<file path="src/hw/rtl/krt_pkg.sv">
// Shared constants, codes and controller/datapath interface types for the keyed record table.
package krt_pkg;

	localparam int TABLE_DEPTH  = 32;
	localparam int RECORD_WIDTH = 64;
	localparam int IDX_W        = $clog2(TABLE_DEPTH);
	localparam int CNT_W        = $clog2(TABLE_DEPTH + 1);
	localparam int KEY_W        = 32;
	localparam int KIND_W       = 3;
	localparam int MAXC_W       = 6;
	localparam int STATUS_W     = 2;
	localparam int MAX_STREAM   = 32;

	localparam logic [KIND_W-1:0] KIND_ADD    = 3'd0;
	localparam logic [KIND_W-1:0] KIND_GET    = 3'd1;
	localparam logic [KIND_W-1:0] KIND_UPDATE = 3'd2;
	localparam logic [KIND_W-1:0] KIND_REMOVE = 3'd3;
	localparam logic [KIND_W-1:0] KIND_SNAP   = 3'd4;

	localparam logic [STATUS_W-1:0] ST_OK        = 2'd0;
	localparam logic [STATUS_W-1:0] ST_FULL      = 2'd1;
	localparam logic [STATUS_W-1:0] ST_NOT_FOUND = 2'd2;

	// Which result the datapath loads into the output register.
	typedef enum logic [2:0] {
		RES_OK_EMPTY = 3'd0,
		RES_FULL     = 3'd1,
		RES_NOTFOUND = 3'd2,
		RES_ADD      = 3'd3,
		RES_RD_ENTRY = 3'd4,
		RES_SNAP     = 3'd5
	} res_t;

	typedef struct packed {
		logic ld_op;
		logic rd_issue;
		logic rd_sel_last;
		logic idx_inc;
		logic cap_hit;
		logic wr_add;
		logic wr_upd;
		logic wr_move;
		logic used_dec;
		logic emit;
		res_t res;
	} krt_cmd_t;

	typedef struct packed {
		logic [KIND_W-1:0] kind;
		logic              full;
		logic              scan_end;
		logic              match;
		logic              snap_zero;
		logic              snap_last;
		logic              out_free;
	} krt_sts_t;

endpackage

</file>
<file path="src/hw/rtl/keyed_record_table.sv">
// Top level of the keyed record table: controller, datapath and checks.
// The table holds up to 32 records under 32-bit identifiers handed out by a wrapping counter
// that starts at 1. One operation is in flight at a time: an item is taken and then decoded in
// the next cycle. Add and unknown kinds then load their result into the output register. Get,
// update and remove scan the slots through the single read port of the slot memory, one slot
// per cycle with the compare in the cycle after the read; remove then reads the last slot and
// moves it into the freed one. After decode, a snapshot reads the first slot and then
// streams one entry per cycle while the output register is free; an empty snapshot gives its
// result like an unknown kind. A finished result sits in an output register, so the next
// item is taken while it waits; the block stalls only when a new result meets a full output
// register. Slot memories are not cleared after reset; only slots below the entry count are read.
module keyed_record_table (
	input  logic                                 clk,
	input  logic                                 arst_n,
	input  logic                                 in_valid,
	output logic                                 in_ready,
	input  logic [krt_pkg::KIND_W-1:0]           kind,
	input  logic [krt_pkg::KEY_W-1:0]            key,
	input  logic [krt_pkg::RECORD_WIDTH-1:0]     record_in,
	input  logic [krt_pkg::MAXC_W-1:0]           max_count,
	output logic                                 out_valid,
	input  logic                                 out_ready,
	output logic [krt_pkg::STATUS_W-1:0]         status,
	output logic [krt_pkg::KEY_W-1:0]            entry_key,
	output logic [krt_pkg::RECORD_WIDTH-1:0]     entry_data,
	output logic                                 entry_valid,
	output logic [krt_pkg::CNT_W-1:0]            copied_count,
	output logic                                 last
);
	import krt_pkg::*;

	krt_cmd_t cmd;
	krt_sts_t sts;

	krt_ctrl u_ctrl (
		.clk      (clk),
		.arst_n   (arst_n),
		.in_valid (in_valid),
		.in_ready (in_ready),
		.sts      (sts),
		.cmd      (cmd)
	);

	krt_dpath u_dpath (
		.clk          (clk),
		.arst_n       (arst_n),
		.kind         (kind),
		.key          (key),
		.record_in    (record_in),
		.max_count    (max_count),
		.cmd          (cmd),
		.sts          (sts),
		.out_valid    (out_valid),
		.out_ready    (out_ready),
		.status       (status),
		.entry_key    (entry_key),
		.entry_data   (entry_data),
		.entry_valid  (entry_valid),
		.copied_count (copied_count),
		.last         (last)
	);

	// A result is loaded only when the output register is empty or being drained.
	a_emit_free: assert property (@(posedge clk) disable iff (!arst_n)
		cmd.emit |-> (!out_valid || out_ready))
		else $error("result loaded over a pending output transfer");

	// Once a transfer is taken the block is busy on it in the next cycle.
	a_busy_after_accept: assert property (@(posedge clk) disable iff (!arst_n)
		(in_valid && in_ready) |=> !in_ready)
		else $error("input accepted twice without processing");

	// No slot is written while the block waits for input.
	a_no_write_idle: assert property (@(posedge clk) disable iff (!arst_n)
		in_ready |-> !(cmd.wr_add || cmd.wr_upd || cmd.wr_move))
		else $error("slot memory written while idle");

	// An add never writes into a full table.
	a_add_not_full: assert property (@(posedge clk) disable iff (!arst_n)
		cmd.wr_add |-> !sts.full)
		else $error("add written into a full table");

endmodule

</file>
<file path="src/hw/rtl/krt_ctrl.sv">
// Controller state machine that sequences lookups, writes, removals and snapshot streaming.
module krt_ctrl (
	input  logic              clk,
	input  logic              arst_n,
	input  logic              in_valid,
	output logic              in_ready,
	input  krt_pkg::krt_sts_t sts,
	output krt_pkg::krt_cmd_t cmd
);
	import krt_pkg::*;

	typedef enum logic [8:0] {
		S_IDLE     = 9'b000000001,
		S_DISPATCH = 9'b000000010,
		S_SCAN     = 9'b000000100,
		S_RM_RD    = 9'b000001000,
		S_RM_WR    = 9'b000010000,
		S_ADD      = 9'b000100000,
		S_SNAP     = 9'b001000000,
		S_SNAP_EM  = 9'b010000000,
		S_EMIT     = 9'b100000000
	} state_t;

	state_t state_q, state_d;
	res_t   res_q, res_d;

	assign in_ready = (state_q == S_IDLE);

	always_comb begin
		state_d = state_q;
		res_d   = res_q;
		cmd     = '0;
		cmd.res = res_q;
		unique case (state_q)
			S_IDLE: begin
				if (in_valid) begin
					cmd.ld_op = 1'b1;
					state_d   = S_DISPATCH;
				end
			end
			S_DISPATCH: begin
				case (sts.kind) inside
					KIND_ADD: state_d = S_ADD;
					KIND_GET, KIND_UPDATE, KIND_REMOVE: state_d = S_SCAN;
					KIND_SNAP: begin
						if (sts.snap_zero) begin
							res_d   = RES_OK_EMPTY;
							state_d = S_EMIT;
						end else begin
							state_d = S_SNAP;
						end
					end
					default: begin
						res_d   = RES_OK_EMPTY;
						state_d = S_EMIT;
					end
				endcase
			end
			S_SCAN: begin
				// The compare sees the slot read in the previous cycle while, short of a hit or the end, the next read goes out.
				if (sts.match) begin
					cmd.cap_hit = 1'b1;
					case (sts.kind)
						KIND_GET: begin
							res_d   = RES_RD_ENTRY;
							state_d = S_EMIT;
						end
						KIND_UPDATE: begin
							cmd.wr_upd = 1'b1;
							res_d      = RES_OK_EMPTY;
							state_d    = S_EMIT;
						end
						default: state_d = S_RM_RD;
					endcase
				end else if (sts.scan_end) begin
					res_d   = RES_NOTFOUND;
					state_d = S_EMIT;
				end else begin
					cmd.rd_issue = 1'b1;
					cmd.idx_inc  = 1'b1;
				end
			end
			S_RM_RD: begin
				cmd.rd_issue    = 1'b1;
				cmd.rd_sel_last = 1'b1;
				state_d         = S_RM_WR;
			end
			S_RM_WR: begin
				cmd.wr_move  = 1'b1;
				cmd.used_dec = 1'b1;
				res_d        = RES_OK_EMPTY;
				state_d      = S_EMIT;
			end
			S_ADD: begin
				if (sts.out_free) begin
					cmd.emit = 1'b1;
					if (sts.full) begin
						cmd.res = RES_FULL;
					end else begin
						cmd.res    = RES_ADD;
						cmd.wr_add = 1'b1;
					end
					state_d = S_IDLE;
				end
			end
			S_SNAP: begin
				cmd.rd_issue = 1'b1;
				cmd.idx_inc  = 1'b1;
				state_d      = S_SNAP_EM;
			end
			S_SNAP_EM: begin
				// The next slot is read at the same edge that the current one moves out.
				if (sts.out_free) begin
					cmd.emit = 1'b1;
					cmd.res  = RES_SNAP;
					if (sts.snap_last) begin
						state_d = S_IDLE;
					end else begin
						cmd.rd_issue = 1'b1;
						cmd.idx_inc  = 1'b1;
					end
				end
			end
			S_EMIT: begin
				if (sts.out_free) begin
					cmd.emit = 1'b1;
					state_d  = S_IDLE;
				end
			end
			default: state_d = S_IDLE;
		endcase
	end

	always_ff @(posedge clk or negedge arst_n) begin
		if (!arst_n) begin
			state_q <= S_IDLE;
			res_q   <= RES_OK_EMPTY;
		end else begin
			state_q <= state_d;
			res_q   <= res_d;
		end
	end

endmodule

</file>
<file path="src/hw/rtl/krt_dpath.sv">
// Datapath: slot memories, counters, operation latch and the result output register.
module krt_dpath (
	input  logic                                 clk,
	input  logic                                 arst_n,
	input  logic [krt_pkg::KIND_W-1:0]           kind,
	input  logic [krt_pkg::KEY_W-1:0]            key,
	input  logic [krt_pkg::RECORD_WIDTH-1:0]     record_in,
	input  logic [krt_pkg::MAXC_W-1:0]           max_count,
	input  krt_pkg::krt_cmd_t                    cmd,
	output krt_pkg::krt_sts_t                    sts,
	output logic                                 out_valid,
	input  logic                                 out_ready,
	output logic [krt_pkg::STATUS_W-1:0]         status,
	output logic [krt_pkg::KEY_W-1:0]            entry_key,
	output logic [krt_pkg::RECORD_WIDTH-1:0]     entry_data,
	output logic                                 entry_valid,
	output logic [krt_pkg::CNT_W-1:0]            copied_count,
	output logic                                 last
);
	import krt_pkg::*;

	logic [KEY_W-1:0]        key_mem [TABLE_DEPTH];
	logic [RECORD_WIDTH-1:0] data_mem [TABLE_DEPTH];

	logic [CNT_W-1:0]        used_q;
	logic [KEY_W-1:0]        next_key_q;
	logic [CNT_W-1:0]        idx_q;
	logic                    pend_q;
	logic [IDX_W-1:0]        pend_idx_q;
	logic [IDX_W-1:0]        hit_idx_q;
	logic [KIND_W-1:0]       kind_q;
	logic [KEY_W-1:0]        key_q;
	logic [RECORD_WIDTH-1:0] rec_q;
	logic [CNT_W-1:0]        snap_n_q;
	logic [KEY_W-1:0]        rd_key_q;
	logic [RECORD_WIDTH-1:0] rd_data_q;
	logic                    out_valid_q;

	logic [IDX_W-1:0]        rd_addr;
	logic [IDX_W-1:0]        wr_addr;
	logic [RECORD_WIDTH-1:0] wr_data;
	logic [KEY_W-1:0]        wr_key;
	logic [MAXC_W-1:0]       maxc_sat;
	logic [CNT_W-1:0]        snap_n;

	logic [STATUS_W-1:0]     status_d;
	logic [KEY_W-1:0]        ekey_d;
	logic [RECORD_WIDTH-1:0] edata_d;
	logic                    evalid_d;
	logic [CNT_W-1:0]        ecnt_d;
	logic                    elast_d;

	assign rd_addr = cmd.rd_sel_last ? IDX_W'(used_q - CNT_W'(1)) : idx_q[IDX_W-1:0];

	always_comb begin
		wr_addr = used_q[IDX_W-1:0];
		wr_key  = next_key_q;
		wr_data = rec_q;
		if (cmd.wr_upd) begin
			wr_addr = pend_idx_q;
		end else if (cmd.wr_move) begin
			wr_addr = hit_idx_q;
			wr_key  = rd_key_q;
			wr_data = rd_data_q;
		end
	end

	// Snapshot length is fixed at accept time; the entry count cannot change during a snapshot.
	assign maxc_sat = (max_count > MAXC_W'(MAX_STREAM)) ? MAXC_W'(MAX_STREAM) : max_count;
	assign snap_n   = (CNT_W'(maxc_sat) < used_q) ? CNT_W'(maxc_sat) : used_q;

	always_ff @(posedge clk) begin
		if (cmd.wr_add || cmd.wr_move) begin
			key_mem[wr_addr] <= wr_key;
		end
		if (cmd.wr_add || cmd.wr_move || cmd.wr_upd) begin
			data_mem[wr_addr] <= wr_data;
		end
		if (cmd.rd_issue) begin
			rd_key_q  <= key_mem[rd_addr];
			rd_data_q <= data_mem[rd_addr];
		end
	end

	always_ff @(posedge clk) begin
		if (cmd.ld_op) begin
			kind_q   <= kind;
			key_q    <= key;
			rec_q    <= record_in;
			snap_n_q <= snap_n;
		end
		if (cmd.rd_issue) begin
			pend_idx_q <= rd_addr;
		end
		if (cmd.cap_hit) begin
			hit_idx_q <= pend_idx_q;
		end
	end

	always_ff @(posedge clk or negedge arst_n) begin
		if (!arst_n) begin
			used_q     <= '0;
			next_key_q <= KEY_W'(1);
			idx_q      <= '0;
			pend_q     <= 1'b0;
		end else begin
			if (cmd.wr_add) begin
				used_q     <= used_q + CNT_W'(1);
				next_key_q <= next_key_q + KEY_W'(1);
			end else if (cmd.used_dec) begin
				used_q <= used_q - CNT_W'(1);
			end
			if (cmd.ld_op) begin
				idx_q  <= '0;
				pend_q <= 1'b0;
			end else begin
				if (cmd.idx_inc) begin
					idx_q <= idx_q + CNT_W'(1);
				end
				pend_q <= cmd.rd_issue;
			end
		end
	end

	assign sts.kind      = kind_q;
	assign sts.full      = (used_q == CNT_W'(TABLE_DEPTH));
	assign sts.scan_end  = (idx_q == used_q);
	assign sts.match     = pend_q && (rd_key_q == key_q);
	assign sts.snap_zero = (snap_n_q == '0);
	assign sts.snap_last = ((CNT_W'(pend_idx_q) + CNT_W'(1)) == snap_n_q);
	assign sts.out_free  = !out_valid_q || out_ready;

	always_comb begin
		status_d = ST_OK;
		ekey_d   = '0;
		edata_d  = '0;
		evalid_d = 1'b0;
		ecnt_d   = '0;
		elast_d  = 1'b1;
		unique case (cmd.res)
			RES_OK_EMPTY: status_d = ST_OK;
			RES_FULL:     status_d = ST_FULL;
			RES_NOTFOUND: status_d = ST_NOT_FOUND;
			RES_ADD: begin
				ekey_d   = next_key_q;
				edata_d  = rec_q;
				evalid_d = 1'b1;
			end
			RES_RD_ENTRY: begin
				ekey_d   = rd_key_q;
				edata_d  = rd_data_q;
				evalid_d = 1'b1;
			end
			RES_SNAP: begin
				ekey_d   = rd_key_q;
				edata_d  = rd_data_q;
				evalid_d = 1'b1;
				ecnt_d   = snap_n_q;
				elast_d  = sts.snap_last;
			end
			default: status_d = ST_OK;
		endcase
	end

	always_ff @(posedge clk) begin
		if (cmd.emit) begin
			status       <= status_d;
			entry_key    <= ekey_d;
			entry_data   <= edata_d;
			entry_valid  <= evalid_d;
			copied_count <= ecnt_d;
			last         <= elast_d;
		end
	end

	always_ff @(posedge clk or negedge arst_n) begin
		if (!arst_n) begin
			out_valid_q <= 1'b0;
		end else if (cmd.emit) begin
			out_valid_q <= 1'b1;
		end else if (out_ready) begin
			out_valid_q <= 1'b0;
		end
	end

	assign out_valid = out_valid_q;

endmodule
</file>
<file path="config.mk">
export PLATFORM = sky130hd
export DESIGN_NAME = keyed_record_table
export DESIGN_NICKNAME = d
export VERILOG_FILES = /design/src/hw/rtl/krt_pkg.sv /design/src/hw/rtl/keyed_record_table.sv /design/src/hw/rtl/krt_ctrl.sv /design/src/hw/rtl/krt_dpath.sv
export SDC_FILE = /design/constraint.sdc
export NUM_CORES = 2
export LEC_CHECK = 0
export ABC_CLOCK_PERIOD_IN_PS = 7800
export BUFFER_PORTS_ARGS = -buffer_cell sky130_fd_sc_hd__buf_4
export CAP_MARGIN = 20
export CORE_MARGIN = 2
export CORE_UTILIZATION = 40
export CTS_CLUSTER_DIAMETER = 150
export DETAILED_ROUTE_END_ITERATION = 7
export PLACE_DENSITY_LB_ADDON = 0.12
export SKIP_LAST_GASP = 1
export SLEW_MARGIN = 20
export SYNTH_ARGS = -nofsm -noshare
export SYNTH_HDL_FRONTEND = slang
export SYNTH_HIERARCHICAL = 1
export SYNTH_SLANG_ARGS = --single-unit
</file>
<file path="constraint.sdc">
create_clock -name clk -period 7.8 [get_ports clk]
set_input_delay 0.39 -clock clk [delete_from_list [all_inputs] [get_ports clk]]
set_output_delay 0.39 -clock clk [all_outputs]
set_load 0.01 [all_outputs]
</file>
==> run_summary.xml <==
<?xml version="1.0" encoding="UTF-8"?>
<metrics>
  <group name="clock_tree">
    <metric name="clock_root_buffer" unit="">clkbuf_16</metric>
    <metric name="cts.path.max_buffers" unit="">4</metric>
    <metric name="clkSinkCount" unit="">3446</metric>
    <metric name="tritoncts.num_buffers" unit="">386</metric>
    <metric name="worst_skew_pair.late_latency" unit="ps">1000</metric>
    <metric name="clk_pin_slew_worst_paths" unit="ps">60</metric>
    <metric name="h-tree-depth" unit="">5</metric>
    <metric name="clock_tree_from_tritoncts" unit="">done</metric>
  </group>
  <group name="power_and_ir_drop">
    <metric name="vdd.ir_drop.worst" unit="uV">351.2</metric>
    <metric name="power_density" unit="nW/um^2">298.2</metric>
    <metric name="leakagePower" unit="nW">52.27</metric>
    <metric name="total_power" unit="mW">49.55</metric>
  </group>
  <group name="synth">
    <metric name="netlist_instances" unit="">10447</metric>
    <metric name="postSynth.topFlopCell" unit="">edfxtp_1</metric>
    <metric name="postSynthAreaPerCell" unit="um^2">13.93</metric>
    <metric name="synth-warning-count" unit="">6</metric>
    <metric name="register_bit_total_from_synthesis" unit="">3446</metric>
    <metric name="ys_types" unit="">94</metric>
    <metric name="asyncSetResetFlopFracSynth" unit="">0.01654</metric>
    <metric name="synth-seq-area-share" unit="">0.7093</metric>
    <metric name="netlist_area" unit="um^2">145500</metric>
    <metric name="syn-num-nets" unit="">10566</metric>
    <metric name="synth-edff-count" unit="">3389</metric>
  </group>
  <group name="die">
    <metric name="effective_utilization_at_floorplan" unit="">0.4017</metric>
    <metric name="boundaryPins" unit="">217</metric>
    <metric name="die_width" unit="um">607.1</metric>
    <metric name="die_area" unit="um^2">368600</metric>
    <metric name="placement_rows" unit="">221</metric>
    <metric name="overall_die_height" unit="um">607.1</metric>
    <metric name="coreArea" unit="um^2">362200</metric>
  </group>
  <group name="sta">
    <metric name="grt_setup_unrepaired" unit="">no</metric>
    <metric name="timing.slew.headroom" unit="">0.2222</metric>
    <metric name="timing.final.ws_setup" unit="ps">1456</metric>
    <metric name="finalCriticalPeriod" unit="ps">6344</metric>
    <metric name="totalNegativeSetupSlack" unit="ps">0</metric>
    <metric name="period_share" unit="">0.8134</metric>
    <metric name="final.setup_skew" unit="ps">66.91</metric>
    <metric name="finalHoldViolations" unit="">0</metric>
    <metric name="fmax" unit="GHz">0.1576</metric>
    <metric name="max_slew.worst_pin.slew" unit="ps">1164</metric>
    <metric name="setup_viols_final" unit="">0</metric>
    <metric name="slew_viol_final" unit="">0</metric>
  </group>
  <group name="cells_and_area">
    <metric name="layout-drive-gt1-share" unit="">0.1330</metric>
    <metric name="syn2layout_area_growth" unit="%">14.20</metric>
    <metric name="finalNetCount" unit="">10606</metric>
    <metric name="top_library_cells_by_usage_in_the_layout_fill_and_taps_aside" unit="">3389 x edfxtp_1, 1509 x nand2_1, 997 x a21oi_1</metric>
    <metric name="commonest_non_fill_non_tap_cell_in_the_layout" unit="">edfxtp_1</metric>
    <metric name="stdcell_area" unit="um^2">166200</metric>
    <metric name="utilization" unit="">0.4587</metric>
  </group>
  <group name="placed_design">
    <metric name="dpl.hpwl" unit="mm">252.7</metric>
    <metric name="pre_cts_slack" unit="ps">1603</metric>
    <metric name="placed_cell_area" unit="um^2">153000</metric>
    <metric name="place_congestion" unit="">0.7857</metric>
    <metric name="buffer_ports.inserted" unit="">216</metric>
  </group>
  <group name="detailed_routing">
    <metric name="post_drt_wl_per_cell" unit="um">30.59</metric>
    <metric name="postRouteWirelength" unit="mm">477.4</metric>
    <metric name="viasPerCell" unit="">6.118</metric>
    <metric name="met1_length" unit="mm">200.6</metric>
    <metric name="highest_routed_layer" unit="">met5</metric>
    <metric name="ant_nets" unit="">0</metric>
    <metric name="wl_met3" unit="mm">32.64</metric>
    <metric name="drc_errors" unit="">0</metric>
    <metric name="routed-via-count" unit="">95480</metric>
    <metric name="drt_pre_antenna_iters" unit="">6</metric>
    <metric name="route.met2.wl" unit="mm">228.2</metric>
    <metric name="drt_iter0_drc" unit="">10163</metric>
  </group>
  <group name="global_routing">
    <metric name="grt_antenna_before_repair" unit="">16</metric>
    <metric name="first_global_vias" unit="">93470</metric>
    <metric name="grt-ovfl-total" unit="">0</metric>
    <metric name="grt_pass1_wl" unit="mm">685.3</metric>
    <metric name="largest_net_degree_at_the_start_of_global_routing" unit="">187</metric>
    <metric name="grt.total_usage" unit="">0.2537</metric>
  </group>
  <group name="hold_path">
    <metric name="holdCritStartpoint" unit="">max_count[4]</metric>
    <metric name="hold-path-cell-count" unit="">3</metric>
    <metric name="hold_path_end" unit="">u_dpath/snap_n_q[4]$_DFFE_PP_</metric>
    <metric name="hold_path.class" unit="">input pin to register</metric>
  </group>
  <group name="setup_path">
    <metric name="worst_setup_path_start_kind" unit="">register</metric>
    <metric name="arrival" unit="ps">6990</metric>
    <metric name="reg2reg_to" unit="">u_dpath/key_mem[2][31]$_DFFE_PP_</metric>
    <metric name="worst-endpoint-required" unit="ps">8440</metric>
    <metric name="critical_path.reg2reg.startpoint" unit="">u_dpath/rd_key_q[28]$_DFFE_PP_</metric>
    <metric name="timing.critical_path.fanout_max" unit="">23</metric>
    <metric name="worst-setup-path-type" unit="">register to register</metric>
    <metric name="crit_path_end_kind" unit="">register</metric>
    <metric name="r2r.worst_path.cells" unit="">12</metric>
    <metric name="regToRegSetupSlack" unit="ps">1460</metric>
  </group>
  <group name="run_status">
    <metric name="run_status" unit="">complete, no violations</metric>
  </group>
  <group name="flow_run">
    <metric name="max-cap-violations" unit="">0</metric>
  </group>
</metrics>
[kinds of logic (layout without fill, tap and decap cells)]
family | after synthesis | after routing | synth area share
mux | 339 | 339 | 0.04254
buf+inv | 930 | 1291 | 0.02618
fa+ha+maj | 10 | 10 | 0.0008599
flops | 3446 | 3446 | 0.7093
compound gates | 3118 | 3118 | 0.1407
other cells | 0 | 4 | 0
xor+xnor | 87 | 87 | 0.005237
simple gates | 2517 | 2517 | 0.07526
[flip-flops by register name (all words and copies together), names as in the netlist, 9 cells and up]
register            flops
u_ctrl/state_q          9
u_dpath/data_mem     2048
u_dpath/entry_data     64
u_dpath/entry_key      32
u_dpath/key_mem      1024
u_dpath/key_q          32
u_dpath/next_key_q     32
u_dpath/rd_data_q      64
u_dpath/rd_key_q       32
u_dpath/rec_q          64
[worst max-delay path, stage by stage, from the launching register on]
cell      delay (ps)
edfxtp_1         430
xnor2_1          390
nand4_1          210
nor4_1           360
nand4_1          230
nor4_2           670
buf_4            300
and3_1           530
nor2_1           110
a21oi_1          380
nand3_1          810
nor2_4          1200
buf_4            380
[power breakdown]
group / internal, mW / switching [mW] / total, mW
sequential: 21.4 / 0.258 / 21.6
clock: 10.0 / 7.62 / 17.7
combinational: 2.75 / 7.53 / 10.3
[cells in the mapped netlist, types with 21 or more instances]
| library cell | n | area (um^2) |
|---|---|---|
| nand2_1 | 1512 | 5675 |
| mux4_2 | 213 | 4797 |
| a31oi_1 | 536 | 3353 |
| nor2_1 | 212 | 795.8 |
| a211oi_1 | 725 | 5443 |
| a31o_2 | 21 | 183.9 |
| o2bb2ai_1 | 86 | 753.2 |
| dfrtp_1 | 55 | 1376 |
| a22o_1 | 97 | 849.6 |
| nand3_1 | 466 | 2332 |
| mux2_2 | 103 | 1160 |
| nand4_1 | 32 | 200.2 |
| buf_4 | 32 | 240.2 |
| o21bai_1 | 79 | 593.1 |
| buf_2 | 108 | 540.5 |
| clkbuf_1 | 641 | 2406 |
| a32oi_1 | 165 | 1445 |
| a21oi_1 | 997 | 4990 |
| edfxtp_1 | 3389 | 101800 |
| buf_1 | 116 | 435.4 |
| and3_1 | 108 | 675.7 |
| a311o_1 | 79 | 790.8 |
| mux2i_1 | 21 | 210.2 |
| nor3_1 | 21 | 105.1 |
| xnor2_1 | 69 | 604.3 |
| o21ai_0 | 211 | 1056 |
| and2_1 | 83 | 519.3 |
[worst max path at each step]
| stage | from | end | cells past startpoint |
|---|---|---|---|
| after global placement | u_dpath/rd_key_q[28]$_DFFE_PP_ | u_dpath/key_mem[2][30]$_DFFE_PP_ | 12 |
| after CTS | u_dpath/rd_key_q[28]$_DFFE_PP_ | u_dpath/key_mem[2][24]$_DFFE_PP_ | 12 |
| final | u_dpath/rd_key_q[28]$_DFFE_PP_ | u_dpath/key_mem[2][31]$_DFFE_PP_ | 12 |
| after floorplan | u_ctrl/state_q[0]$_DFFE_PN1P_ | u_dpath/copied_count[0]$_SDFFCE_PP0P_ | 5 |
| after detailed placement | u_dpath/rd_key_q[28]$_DFFE_PP_ | u_dpath/key_mem[2][24]$_DFFE_PP_ | 12 |
| after global routing | u_dpath/rd_key_q[28]$_DFFE_PP_ | u_dpath/key_mem[2][21]$_DFFE_PP_ | 12 |
[metrics by stage]
step / hold slack (ps) / std cells
floorplan: 94.41 / 10447
global placement: 475.3 / 14767
detailed placement: 493.0 / 14789
CTS: 43.36 / 15602
global route: 93.32 / 15605
finish: 43.62 / 15606
[area by class of cell]
class	instances	area (um^2)
Tap cell	4794	5998
Antenna cell	4	10.01
Fill cell	31790	196100
Timing Repair Buffer	558	5548
Sequential cell	3446	103200
Clock buffer	483	10210
Multi-Input combinational cell	6071	39120
Clock inverter	226	1908
Inverter	24	155.1
[per-layer routing]
layer | GRT usage | up-vias
li1 | - | 41324
met1 | 0.3500 | 49479
met2 | 0.4164 | 3919
met3 | 0.03391 | 756
met4 | 0.08052 | 2
met5 | 0 | -
[timing repair]
item,in CTS,in global routing
setup endpoints to repair,0,0
gates resized for setup,0,0
setup buffers,0,0
hold buffers,104,0
hold endpoints to repair,162,0
Power figures use the tool's default switching activity.
